**src/hdl/sfr_pkg.sv**
```systemverilog
// shared constants and types for the sync/type/crc16 frame receiver
package sfr_pkg;

	localparam int MAX_PAYLOAD_DEF = 32;
	localparam int TABLE_DEPTH     = 256;

	localparam logic [7:0]  SYNC_RESET = 8'hAA;
	localparam logic [15:0] CRC_INIT   = 16'hFFFF;
	localparam logic [15:0] CRC_POLY   = 16'h1021;

	// input operation codes
	localparam logic OP_BYTE  = 1'b0;
	localparam logic OP_TABLE = 1'b1;

	// result status codes
	localparam logic ST_GOOD = 1'b0;
	localparam logic ST_BAD  = 1'b1;

	typedef struct packed {
		logic       start;
		logic       init;
		logic [7:0] data;
	} crc_cmd_t;

	typedef struct packed {
		logic        busy;
		logic [15:0] crc;
	} crc_sts_t;

endpackage

```
**src/hdl/sfr_ram.sv**
```systemverilog
// generic single write port ram with registered read
module sfr_ram #(
	parameter int WIDTH = 8,
	parameter int DEPTH = 32,
	localparam int AW = (DEPTH > 1) ? $clog2(DEPTH) : 1
) (
	input  logic             clk,
	input  logic             we,
	input  logic [AW-1:0]    waddr,
	input  logic [WIDTH-1:0] wdata,
	input  logic [AW-1:0]    raddr,
	output logic [WIDTH-1:0] rdata
);

	logic [WIDTH-1:0] mem [DEPTH];

	always_ff @(posedge clk) begin
		if (we) begin
			mem[waddr] <= wdata;
		end
		rdata <= mem[raddr];
	end

endmodule

```
**src/hdl/sfr_crc_unit.sv**
```systemverilog
// bit-serial crc-16/ccitt-false update, one shift-xor step per cycle
module sfr_crc_unit (
	input  logic              clk,
	input  logic              arst_n,
	input  sfr_pkg::crc_cmd_t cmd,
	output sfr_pkg::crc_sts_t sts
);

	logic [15:0] crc_q;
	logic [2:0]  cnt_q;
	logic        busy_q;
	logic [15:0] seed;

	assign seed = cmd.init ? sfr_pkg::CRC_INIT : crc_q;

	always_ff @(posedge clk or negedge arst_n) begin
		if (!arst_n) begin
			crc_q  <= sfr_pkg::CRC_INIT;
			cnt_q  <= '0;
			busy_q <= 1'b0;
		end else if (cmd.start) begin
			crc_q  <= seed ^ {cmd.data, 8'h00};
			cnt_q  <= '0;
			busy_q <= 1'b1;
		end else if (busy_q) begin
			crc_q <= crc_q[15] ? ({crc_q[14:0], 1'b0} ^ sfr_pkg::CRC_POLY)
			                   : {crc_q[14:0], 1'b0};
			cnt_q <= cnt_q + 3'd1;
			if (cnt_q == 3'd7) begin
				busy_q <= 1'b0;
			end
		end
	end

	assign sts.busy = busy_q;
	assign sts.crc  = crc_q;

endmodule

```
**src/hdl/sync_type_crc16_frame_receiver_unit.sv**
```systemverilog
// frame receiver top level: sequencer, length table, payload store and result register
//
//  channel | signals                                          | role
//  --------+--------------------------------------------------+---------------------------
//  in      | in_valid in_ready operation rx_byte table_type    | line byte or table write
//          | table_length                                     |
//  out     | out_valid out_ready status frame_ver frame_type   | one word per payload byte,
//          | frame_length byte_index payload_byte last         | or one for an empty/bad
//          |                                                  | frame
//  cfg     | cfg_valid cfg_ready cfg_data                      | sync byte, always ready
//
// a version, type or payload byte is accepted, then runs through 8 steps of the shared
// bit-serial crc shift-xor unit, and the sequencer returns to idle once it sees the unit
// idle; sync, crc low byte and table writes do not wait on it. the crc high byte starts
// the drain, each word passing the payload ram read, then the result register. reset
// clears the 256 length-table valid bits at once. a full result register stalls only the
// drain; input is taken again once the last word of a frame sits in the result register.
module sync_type_crc16_frame_receiver_unit #(
	parameter int MAX_PAYLOAD = sfr_pkg::MAX_PAYLOAD_DEF
) (
	input  logic       clk,
	input  logic       arst_n,
	input  logic       in_valid,
	output logic       in_ready,
	input  logic       operation,
	input  logic [7:0] rx_byte,
	input  logic [7:0] table_type,
	input  logic [7:0] table_length,
	output logic       out_valid,
	input  logic       out_ready,
	output logic       status,
	output logic [7:0] frame_ver,
	output logic [7:0] frame_type,
	output logic [5:0] frame_length,
	output logic [4:0] byte_index,
	output logic [7:0] payload_byte,
	output logic       last,
	input  logic       cfg_valid,
	output logic       cfg_ready,
	input  logic [7:0] cfg_data
);

	localparam int LEN_W = $clog2(MAX_PAYLOAD + 1);
	localparam int AW    = (MAX_PAYLOAD > 1) ? $clog2(MAX_PAYLOAD) : 1;

	// receive phase
	localparam logic [2:0] PH_SYNC    = 3'd0;
	localparam logic [2:0] PH_VERSION = 3'd1;
	localparam logic [2:0] PH_TYPE    = 3'd2;
	localparam logic [2:0] PH_PAYLOAD = 3'd3;
	localparam logic [2:0] PH_CRC_LO  = 3'd4;
	localparam logic [2:0] PH_CRC_HI  = 3'd5;

	// sequencer state
	localparam logic [1:0] S_IDLE = 2'd0;
	localparam logic [1:0] S_CRC  = 2'd1;
	localparam logic [1:0] S_RD   = 2'd2;
	localparam logic [1:0] S_OUT  = 2'd3;

	logic [1:0]       state_q;
	logic [2:0]       phase_q;
	logic [7:0]       sync_q;
	logic [7:0]       version_q;
	logic [7:0]       type_q;
	logic [LEN_W-1:0] exp_len_q;
	logic [LEN_W-1:0] fill_q;
	logic [LEN_W-1:0] rd_idx_q;
	logic [7:0]       crc_lo_q;
	logic             lookup_q;
	logic             single_q;
	logic             err_q;
	logic [sfr_pkg::TABLE_DEPTH-1:0] tvalid_q;

	logic             out_valid_q;
	logic             status_q;
	logic [7:0]       version_out_q;
	logic [7:0]       type_out_q;
	logic [5:0]       length_out_q;
	logic [4:0]       index_out_q;
	logic [7:0]       byte_out_q;
	logic             last_q;

	logic             accept;
	logic             acc_byte;
	logic             acc_table;
	logic [7:0]       tbl_rdata;
	logic [7:0]       len_found;
	logic [7:0]       pay_rdata;
	logic             pay_we;
	logic [LEN_W-1:0] fill_next;
	logic [LEN_W-1:0] rd_next;
	logic             out_free;
	logic             res_last;
	logic             crc_match;

	sfr_pkg::crc_cmd_t crc_cmd;
	sfr_pkg::crc_sts_t crc_sts;

	assign in_ready  = (state_q == S_IDLE);
	assign cfg_ready = 1'b1;
	assign accept    = in_valid && in_ready;
	assign acc_byte  = accept && (operation == sfr_pkg::OP_BYTE);
	assign acc_table = accept && (operation == sfr_pkg::OP_TABLE);

	assign crc_cmd.start = acc_byte && ((phase_q == PH_VERSION) || (phase_q == PH_TYPE) ||
	                                    (phase_q == PH_PAYLOAD));
	assign crc_cmd.init  = (phase_q == PH_VERSION);
	assign crc_cmd.data  = rx_byte;

	sfr_crc_unit u_crc (
		.clk    (clk),
		.arst_n (arst_n),
		.cmd    (crc_cmd),
		.sts    (crc_sts)
	);

	// length table, read address follows the line byte so the type lookup lands next cycle
	sfr_ram #(
		.WIDTH (8),
		.DEPTH (sfr_pkg::TABLE_DEPTH)
	) u_len_tbl (
		.clk   (clk),
		.we    (acc_table),
		.waddr (table_type),
		.wdata (table_length),
		.raddr (rx_byte),
		.rdata (tbl_rdata)
	);

	assign pay_we = acc_byte && (phase_q == PH_PAYLOAD);

	sfr_ram #(
		.WIDTH (8),
		.DEPTH (MAX_PAYLOAD)
	) u_pay_store (
		.clk   (clk),
		.we    (pay_we),
		.waddr (fill_q[AW-1:0]),
		.wdata (rx_byte),
		.raddr (rd_idx_q[AW-1:0]),
		.rdata (pay_rdata)
	);

	// entries never written read as zero
	assign len_found = tvalid_q[type_q] ? tbl_rdata : 8'h00;
	assign fill_next = fill_q + LEN_W'(1);
	assign rd_next   = rd_idx_q + LEN_W'(1);
	assign out_free  = !out_valid_q || out_ready;
	assign res_last  = single_q || (rd_next == exp_len_q);
	assign crc_match = (crc_sts.crc == {rx_byte, crc_lo_q});

	always_ff @(posedge clk or negedge arst_n) begin
		if (!arst_n) begin
			state_q   <= S_IDLE;
			phase_q   <= PH_SYNC;
			sync_q    <= sfr_pkg::SYNC_RESET;
			version_q <= '0;
			type_q    <= '0;
			exp_len_q <= '0;
			fill_q    <= '0;
			rd_idx_q  <= '0;
			crc_lo_q  <= '0;
			lookup_q  <= 1'b0;
			single_q  <= 1'b0;
			err_q     <= 1'b0;
			tvalid_q  <= '0;
		end else begin
			if (cfg_valid && cfg_ready) begin
				sync_q <= cfg_data;
			end
			if (acc_table) begin
				tvalid_q[table_type] <= 1'b1;
			end
			case (state_q)
				S_IDLE: begin
					if (acc_byte) begin
						case (phase_q)
							PH_SYNC: begin
								if (rx_byte == sync_q) begin
									phase_q <= PH_VERSION;
								end
							end
							PH_VERSION: begin
								version_q <= rx_byte;
								phase_q   <= PH_TYPE;
								state_q   <= S_CRC;
							end
							PH_TYPE: begin
								type_q   <= rx_byte;
								fill_q   <= '0;
								lookup_q <= 1'b1;
								state_q  <= S_CRC;
							end
							PH_PAYLOAD: begin
								fill_q  <= fill_next;
								state_q <= S_CRC;
								if (fill_next >= exp_len_q) begin
									phase_q <= PH_CRC_LO;
								end
							end
							PH_CRC_LO: begin
								crc_lo_q <= rx_byte;
								phase_q  <= PH_CRC_HI;
							end
							PH_CRC_HI: begin
								phase_q  <= PH_SYNC;
								err_q    <= !crc_match;
								single_q <= !crc_match || (exp_len_q == '0);
								rd_idx_q <= '0;
								state_q  <= S_RD;
							end
							default: begin
								phase_q <= PH_SYNC;
							end
						endcase
					end
				end
				S_CRC: begin
					if (lookup_q) begin
						lookup_q <= 1'b0;
						if (len_found > 8'(MAX_PAYLOAD)) begin
							phase_q <= PH_SYNC;
						end else begin
							exp_len_q <= LEN_W'(len_found);
							phase_q   <= (len_found == 8'h00) ? PH_CRC_LO : PH_PAYLOAD;
						end
					end
					if (!crc_sts.busy) begin
						state_q <= S_IDLE;
					end
				end
				S_RD: begin
					state_q <= S_OUT;
				end
				S_OUT: begin
					if (out_free) begin
						if (res_last) begin
							state_q <= S_IDLE;
						end else begin
							rd_idx_q <= rd_next;
							state_q  <= S_RD;
						end
					end
				end
				default: begin
					state_q <= S_IDLE;
				end
			endcase
		end
	end

	// result register
	always_ff @(posedge clk or negedge arst_n) begin
		if (!arst_n) begin
			out_valid_q <= 1'b0;
		end else if ((state_q == S_OUT) && out_free) begin
			out_valid_q <= 1'b1;
		end else if (out_ready) begin
			out_valid_q <= 1'b0;
		end
	end

	always_ff @(posedge clk) begin
		if ((state_q == S_OUT) && out_free) begin
			status_q      <= err_q ? sfr_pkg::ST_BAD : sfr_pkg::ST_GOOD;
			version_out_q <= version_q;
			type_out_q    <= type_q;
			length_out_q  <= 6'(exp_len_q);
			index_out_q   <= single_q ? 5'd0 : 5'(rd_idx_q);
			byte_out_q    <= single_q ? 8'h00 : pay_rdata;
			last_q        <= res_last;
		end
	end

	assign out_valid     = out_valid_q;
	assign status        = status_q;
	assign frame_ver     = version_out_q;
	assign frame_type    = type_out_q;
	assign frame_length  = length_out_q;
	assign byte_index    = index_out_q;
	assign payload_byte  = byte_out_q;
	assign last          = last_q;

endmodule

```
**config.mk**
```make
export PLATFORM = sky130hd
export DESIGN_NAME = sync_type_crc16_frame_receiver_unit
export DESIGN_NICKNAME = d
export VERILOG_FILES = /design/src/hdl/sfr_pkg.sv /design/src/hdl/sfr_ram.sv /design/src/hdl/sfr_crc_unit.sv /design/src/hdl/sync_type_crc16_frame_receiver_unit.sv
export SDC_FILE = /design/constraint.sdc
export NUM_CORES = 2
export LEC_CHECK = 0
export ABC_AREA = 1
export ABC_CLOCK_PERIOD_IN_PS = 3000
export BUFFER_PORTS_ARGS = -buffer_cell sky130_fd_sc_hd__clkbuf_2
export CORE_MARGIN = 10
export CORE_UTILIZATION = 23
export DETAILED_ROUTE_END_ITERATION = 12
export PLACE_DENSITY = 0.42
export SYNTH_ARGS = -nofsm -noshare
export SYNTH_HDL_FRONTEND = slang
export SYNTH_SLANG_ARGS = --single-unit
```
**constraint.sdc**
```tcl
create_clock -name clk -period 3 [get_ports clk]
set_input_delay 0.45 -clock clk [delete_from_list [all_inputs] [get_ports clk]]
set_output_delay 0.45 -clock clk [all_outputs]
set_load 0.1 [all_outputs]
```
== Word level (Yosys, flattened, before mapping) ==
Memories as Yosys holds them, arrays and structs flattened. A register that Yosys moved wholly into a read port is not among the register bits.
Index checks and enable logic that the tools add are counted.
Operators by class
  $add $sub $neg: 3
  multipliers: 0
  div/mod/pow operators: 0
  magnitude comparators: 5
  equality and inequality tests: 23
  shifts and indexed selects: 0
  multiplexer cells: 44
  bitwise logic cells: 5
  reduce and logical (&&, ||, !) cells: 34
Operators with widths (number)
  OR 256 bit: 1
  2-to-1 mux 16 bit: 3
  2-to-1 mux 3 bit: 8
  2-to-1 mux 6 bit: 4
  one-hot mux 6 bit (2 select lines): 2
  AND reduction 3 bit: 7
  less-than comparator 8 x 9 -> 1 bit, second input constant: 2
  equality test 16 bit: 1
  bitwise XOR 16 bit: 1
  one-hot mux 3 bit (5 select lines): 1
  2-to-1 mux 1 bit: 14
  2-to-1 mux 13 bit: 1
  adder 6 x 1 -> 6 bit, second input constant: 2
  != test 2 bit, second input constant: 5
  nonzero test 2 bit: 5
  equality test 3 bit, second input constant: 3
  binary-select mux 1 bit (select 8 bit): 1
  demux 1 bit (select 8 bit): 1
  equality test 8 bit: 1
  greater-or-equal comparator 8 x 1 -> 1 bit, second input constant: 1
  greater-than comparator 8 x 6 -> 1 bit, second input constant: 1
  zero test 8 bit: 1
  2-to-1 mux 2 bit: 4
  2-to-1 mux 8 bit: 1
  26 further kinds: 43
Storage, ports and cells
  bits in registers: 372
  bits in latches: 0
  RAM bits: 2304
  memory bits (read-only): 0
  bits of input ports: 38
  output and inout bits: 40
  word-level logic and storage cells: 140
  memories kept: 2
Memories
  u_len_tbl.mem: words 256, width 8, read ports 1, clocked after memory_dff 1, write ports 1, RTL line sfr_ram.sv:15  | logic [WIDTH-1:0] mem [DEPTH];
  u_pay_store.mem: words 32, width 8, read ports 1, clocked after memory_dff 1, write ports 1, RTL line sfr_ram.sv:15

== Longest topological paths before layout ==
  word-level depth: 8
  gate-level depth with buffers: 21
  mapped depth without buffers: 18

== Hierarchy ==
Synthesis repeated with hierarchy kept, for this count alone.
Second synthesis, totals
  cells, all modules: 9670
  area total of the unflattened synthesis: 110933.9 sq um
Modules (own cells, without submodules)
  sfr_ram (u_len_tbl): instances 1, cells each 7003, area each 83396.2 sq um
  sync_type_crc16_frame_receiver_unit: instances 1, cells each 1624, area each 15672.5 sq um
  sfr_ram (u_pay_store): instances 1, cells each 922, area each 10786.6 sq um
  sfr_crc_unit: instances 1, cells each 121, area each 1078.5 sq um

== Worst setup path before layout ==
Ideal clock, no wire load.
  kind: reg2reg
  start point: register state_q[1]
  end point: memory u_len_tbl.mem[10][0] (enable)
  library setup time: 0.373 ns
  data arrival time: 2.982 ns
  data required time: 2.627 ns
  slack: -0.355 ns
  stages on the path, launching flop included: 9
  path buffers: 1
  clock period less this slack: 3.355 ns
  path through: dfrtp_1 -> nor2_2 -> inv_1 -> nor3_2 -> inv_1 -> nor3_1 -> nand2_1 -> buf_2 -> nor2_1
Between the ends
  word-level cells in the longest chain between the ends: 5
RTL lines
  start: declaration: RTL line sync_type_crc16_frame_receiver_unit.sv:60  | logic [1:0] state_q;
  start signal: assignment: RTL line sync_type_crc16_frame_receiver_unit.sv:154  | state_q <= S_IDLE;
  start signal: assignment: RTL line sync_type_crc16_frame_receiver_unit.sv:186  | state_q <= S_CRC;
  start signal: assignment: RTL line sync_type_crc16_frame_receiver_unit.sv:192  | state_q <= S_CRC;
  zero test 2 bit: RTL line sync_type_crc16_frame_receiver_unit.sv:99  | assign in_ready = (state_q == S_IDLE);
  via in_ready: RTL line sync_type_crc16_frame_receiver_unit.sv:24  | output logic in_ready,
  logical AND 1 bit: RTL line sync_type_crc16_frame_receiver_unit.sv:101  | assign accept = in_valid && in_ready;
  logical AND 1 bit: RTL line sync_type_crc16_frame_receiver_unit.sv:103  | assign acc_table = accept && (operation == sfr_pkg::OP_TABLE);
  2-to-1 mux 1 bit: RTL line sfr_ram.sv:18  | if (we) begin
  2-to-1 mux 1 bit (implied by the code): RTL line sfr_ram.sv:19  | mem[waddr] <= wdata;
  end: declaration: RTL line sfr_ram.sv:15
The timed path passes the listed nets, and every way through them passes these cells.

== Final worst setup path ==
  start point: register type_q[0]
  end point: register phase_q[0]
Between the ends
  word-level cells in the longest chain between the ends: 8
  elaborated cells on any way between the ends: 9
RTL lines
  start: declaration: RTL line sync_type_crc16_frame_receiver_unit.sv:64  | logic [7:0] type_q;
  start signal: assignment: RTL line sync_type_crc16_frame_receiver_unit.sv:189  | type_q <= rx_byte;
  binary-select mux 1 bit (select 8 bit) *: RTL line sync_type_crc16_frame_receiver_unit.sv:145  | assign len_found = tvalid_q[type_q] ? tbl_rdata : 8'h00;
  2-to-1 mux 1 bit (implied by the code) *: RTL line sync_type_crc16_frame_receiver_unit.sv:145
  2-to-1 mux 8 bit *: RTL line sync_type_crc16_frame_receiver_unit.sv:145
  parallel branches: the longest is 2 deep, another holds greater-than comparator 8 x 6 -> 1 bit
  2-to-1 mux 3 bit *: RTL line sync_type_crc16_frame_receiver_unit.sv:221  | if (len_found > 8'(MAX_PAYLOAD)) begin
  2-to-1 mux 3 bit *: RTL line sync_type_crc16_frame_receiver_unit.sv:219  | if (lookup_q) begin
  one-hot mux 3 bit (2 select lines) *: RTL line sync_type_crc16_frame_receiver_unit.sv:174  | case (state_q)
  end signal: assignment: RTL line sync_type_crc16_frame_receiver_unit.sv:225  | phase_q <= (len_found == 8'h00) ? PH_CRC_LO : PH_PAYLOAD;
  end: declaration: RTL line sync_type_crc16_frame_receiver_unit.sv:61  | logic [2:0] phase_q;
Mark *: on every way between the ends. The select of a mux whose other input is x is not followed.
A chain may end at the register's enable or synchronous reset.

==> results.md <==
- The H-tree level count is 5.
- The sum of net half-perimeters after detailed placement is 248.1 mm.
- The run finished with clean final reports.
- The path with the worst hold slack has its endpoint at u_pay_store.mem[11][4]$_DFFE_PP_.
- The worst path uses 97.00% of the clock period.
- The initial antenna violation count is 34.
- The critical path is of the register to register type.
- The area of all placed cells without fillers is 134300 sq um.
- The clock-pin slew reported for the worst setup and hold paths after clock tree synthesis is 60 ps.
- Cells with a size suffix above 1 make up 19.63% of the layout.
- The depth of the worst register-to-register path is 20.
- The placed instance count is 15410.
- Once detail routing completed, the nets flagged for antenna violations numbered 0.
- Dividing the detail-routed via count by the number of cells gives 4.659.
- The clock insertion delay at the later pin of the skew report is 930 ps.
- Across all register-to-register paths, the minimum setup slack is 90 ps.
- The endpoint identified for the worst register-to-register timing path is phase_q[0]$_DFFE_PN0P_.
- Of all nets on the critical path, the largest fanout is 8.
- Across the run, the number of max-cap violations was 0.
- The cell area that synthesis handed to floorplanning was 107400 sq um.
- The starting utilization of the core area is 23.13%.
- The synthesized flop and latch total is 2692.
- The clock tree from TritonCTS is yes.
- The worst-margin pin slew is 1091 ps.
- The yosys synthesis warning count is 0.
- The root buffer cell chosen for the clock tree is sky130_fd_sc_hd__clkbuf_16.
- The most common cell after layout, fill and taps aside is sky130_fd_sc_hd__edfxtp_1.
- The final hold violation count came to 0.
- Sorting the synthesized cells by area gives the leading types as sky130_fd_sc_hd__edfxtp_1 65%, sky130_fd_sc_hd__dfrtp_1 7.3%, sky130_fd_sc_hd__o21ai_0 6.9%, sky130_fd_sc_hd__nor2_1 6.4%, sky130_fd_sc_hd__o22ai_1 4.1%.
- The clock sink count is 2692.
- Sequential elements use 73.56% of the synthesized area.
- The top cell type's share of synthesized area is 65.43%.
- The clock passes through at most 4 buffers.
- The launch point of the worst hold path is rx_byte[4].
- Setup violations remaining at the end of the flow were counted as 0.
- The minimum setup slack in the final design is 90.02 ps.
- The die extent in y is 703.5 um.
- The startpoint type of the worst setup path is a register.
- Measured along the x axis, the die boundary spans 703.5 um.
- The count of cells in the finished layout, fillers not included, comes to 16040.
- Pin placement for this block handled 78 I/O pins.
- In this run the power density over the cells is 722.0 nW/um^2.
- The most area-hungry cell type in the Yosys netlist is sky130_fd_sc_hd__edfxtp_1.
- After layout, the minimum clock period comes to 2910 ps.
- The first global-routing pass estimated 545.9 mm of wire.
- The number of cells produced by synthesis is 8725.
- The beginning of the worst register-to-register path is type_q[0]$_DFFE_PN0P_.
- At the end of routability-driven placement, the weighted congestion stood at 0.8394.
- The count of final max-slew check failures is 0.
- The total detailed-routing wirelength is 383.7 mm.
- The class of the worst hold path is input port to register.
- The number of clock buffers added by TritonCTS is 304.
- Relative to the synthesized area, the layout overhead comes to 25.04%.
- The proportion of synthesized flip-flops having asynchronous set or reset is 12.44%.
- The area of the die is 494900 sq um.
- The placement-stage cell area is 123200 sq um.
- Between clock sinks in the finished design, the worst skew comes to 63.33 ps.
- After the first detailed-routing iteration, the DRC count stood at 7831.
- The minimum setup slack after placement is -1060 ps.
- The total congestion overflow after global routing is 0.
- Across all layers, the routed design uses 74710 vias.
- The number of enable-type register cells in the synthesized netlist is 2341.
- Setup repair after global routing could not meet its margin everywhere.
- For this run, the leading register cell type out of synthesis is sky130_fd_sc_hd__edfxtp_1.
- The via count of the first global-routing pass was 73970.
- The final-stage net count is 9646.
- The first-pass iteration count of the detailed router is 7.
- The pin count of the biggest net entering global routing is 113.
- The average cell area after synthesis is 12.31 sq um.
- Global routing used 14.87% of the available tracks across all layers.
- The final total power is 0.09699 W.
- The library cells used most frequently in the layout, excluding fill and tap cells, are 2341 x sky130_fd_sc_hd__edfxtp_1, 1834 x sky130_fd_sc_hd__nor2_1, 1477 x sky130_fd_sc_hd__o21ai_0.
- The number of stages on the worst hold path is 2.
- The max-slew headroom at the worst pin is 26.50%.
- The routed length per instance is 23.93 um.
- The share of the core filled with cells in the final layout is 28.92%.
- The leakage power figure is 46.99 nW.
- The number of buffer cells added on primary ports is 76.
- The required time at the endpoint of the critical path is 3810 ps.
- Yosys mapped the design onto 49 distinct sky130hd cell types.
- The maximum VDD drop is 0.4348 mV.
- The core region is 464500 sq um.
- The number of rows in the core area is 250.
- The upper clock frequency limit is 343.6 MHz.
- In the routed design, unresolved DRC markers number 0.
- The net count after synthesis is 8776.
- The capturing element type of the critical path is a register.
- The worst path arrival time is 3720 ps.
==> power by group <==
part           switching [W]  internal, W  total [W]
Combinational         0.0108      0.00537     0.0161
Sequential          0.000832       0.0417     0.0425
Clock                 0.0158       0.0225     0.0383
Total                 0.0274       0.0696     0.0970
==> critical path, cell delays in order, from the launching register on <==
cell	delay, ps
sky130_fd_sc_hd__dfrtp_4	530
sky130_fd_sc_hd__buf_12	230
sky130_fd_sc_hd__buf_12	150
sky130_fd_sc_hd__buf_4	130
sky130_fd_sc_hd__nand2_1	50
sky130_fd_sc_hd__nand3_1	80
sky130_fd_sc_hd__nand3_1	90
sky130_fd_sc_hd__nand3_1	150
sky130_fd_sc_hd__nand3_2	140
sky130_fd_sc_hd__nand2_1	100
sky130_fd_sc_hd__nand2_1	60
sky130_fd_sc_hd__nand3_2	100
sky130_fd_sc_hd__nand3_4	130
sky130_fd_sc_hd__nand2_8	140
sky130_fd_sc_hd__nand2_2	70
sky130_fd_sc_hd__buf_4	150
sky130_fd_sc_hd__nand2_2	80
sky130_fd_sc_hd__nand2_4	90
sky130_fd_sc_hd__buf_4	150
sky130_fd_sc_hd__nand2_2	80
sky130_fd_sc_hd__a21oi_2	50
==> area by class of cell <==
| type | count | area [sq um] |
|---|---|---|
| Timing Repair inverter | 1 | 8.758 |
| Clock buffer | 387 | 8147 |
| Timing Repair Buffer | 1165 | 11320 |
| Fill cell | 47320 | 330200 |
| Sequential cell | 2692 | 79040 |
| Tap cell | 6174 | 7725 |
| Inverter | 113 | 466.7 |
| Clock inverter | 174 | 2004 |
| Antenna cell | 12 | 30.03 |
| Multi-Input combinational cell | 5318 | 25600 |
==> per-stage QoR <==
step                hold WS, ps  setup TNS, ps
floorplan                 154.4              0
global placement          438.2          -7285
detailed placement        440.9          -6048
CTS                       16.27              0
global route              51.18         -37.57
finish                    69.80              0
==> cell usage after synthesis, drive strengths merged (13+ instances only) <==
cell,count
xnor2,13
nand2,543
edfxtp,2341
nand3,296
ha,13
nor2,1840
inv,104
dfxtp,16
a21oi,47
or2,258
o22ai,711
nor3,13
nand4,15
dfstp,20
o21ai,1491
buf,213
dfrtp,315
clkbuf,390
o32ai,24
==> routing by layer <==
| layer | share of wire (%) | vias to the layer above | track usage, % |
|---|---|---|---|
| li1 | - | 33560 | - |
| met2 | 46 | 2407 | 23.72 |
| met4 | 2.6 | 12 | 3.878 |
| met1 | 45 | 38250 | 20.85 |
| met3 | 6.7 | 488 | 2.602 |
| met5 | 0.021 | - | 0 |
==> registers in the layout (all words and copies together) (netlist names), 8 cells and up <==
register / flops
crc_lo_q: 8
frame_type: 8
frame_ver: 8
payload_byte: 8
sync_q: 8
tvalid_q: 256
u_crc.crc_q: 16
u_len_tbl.mem: 2048
version_q: 8
type_q: 8
u_pay_store.rdata: 8
u_len_tbl.rdata: 8
u_pay_store.mem: 256
==> worst max-delay path by stage <==
stage               cells past startpoint                    from                              to  slack, ps
finish                                 20   type_q[0]$_DFFE_PN0P_          phase_q[0]$_DFFE_PN0P_         90
CTS                                    20   type_q[0]$_DFFE_PN0P_        exp_len_q[5]$_DFFE_PN0P_         20
global route                           21   type_q[0]$_DFFE_PN0P_          phase_q[0]$_DFFE_PN0P_        -20
global placement                       14              rx_byte[0]      u_len_tbl.rdata[4]$_DFF_P_      -1100
floorplan                               8  state_q[1]$_DFFE_PN0P_  u_len_tbl.mem[10][0]$_DFFE_PP_         30
detailed placement                     13              rx_byte[0]      u_len_tbl.rdata[4]$_DFF_P_      -1060
==> cells by family (layout without fill, tap and decap cells) <==
group	count (synthesis)	count (layout)	synth area share, %
adders and majority gates	13	13	0.1514
buffers and inverters	716	1840	2.871
other	1	13	0.003490
and+or+nand+nor	2970	2971	11.43
AOI/OAI and AO/OA	2313	2313	11.82
DFF	2692	2692	73.56
xor gates and xnor gates	20	20	0.1630
==> timing repair <==
item	CTS	global route
buffers inserted	3	7
pin swaps	2	10
hold endpoints to repair	191	0
hold buffers	33	0
endpoints found under the setup margin	11	22
cloned	3	8
resized for setup	23	41
(Power assumes the default switching activity.)
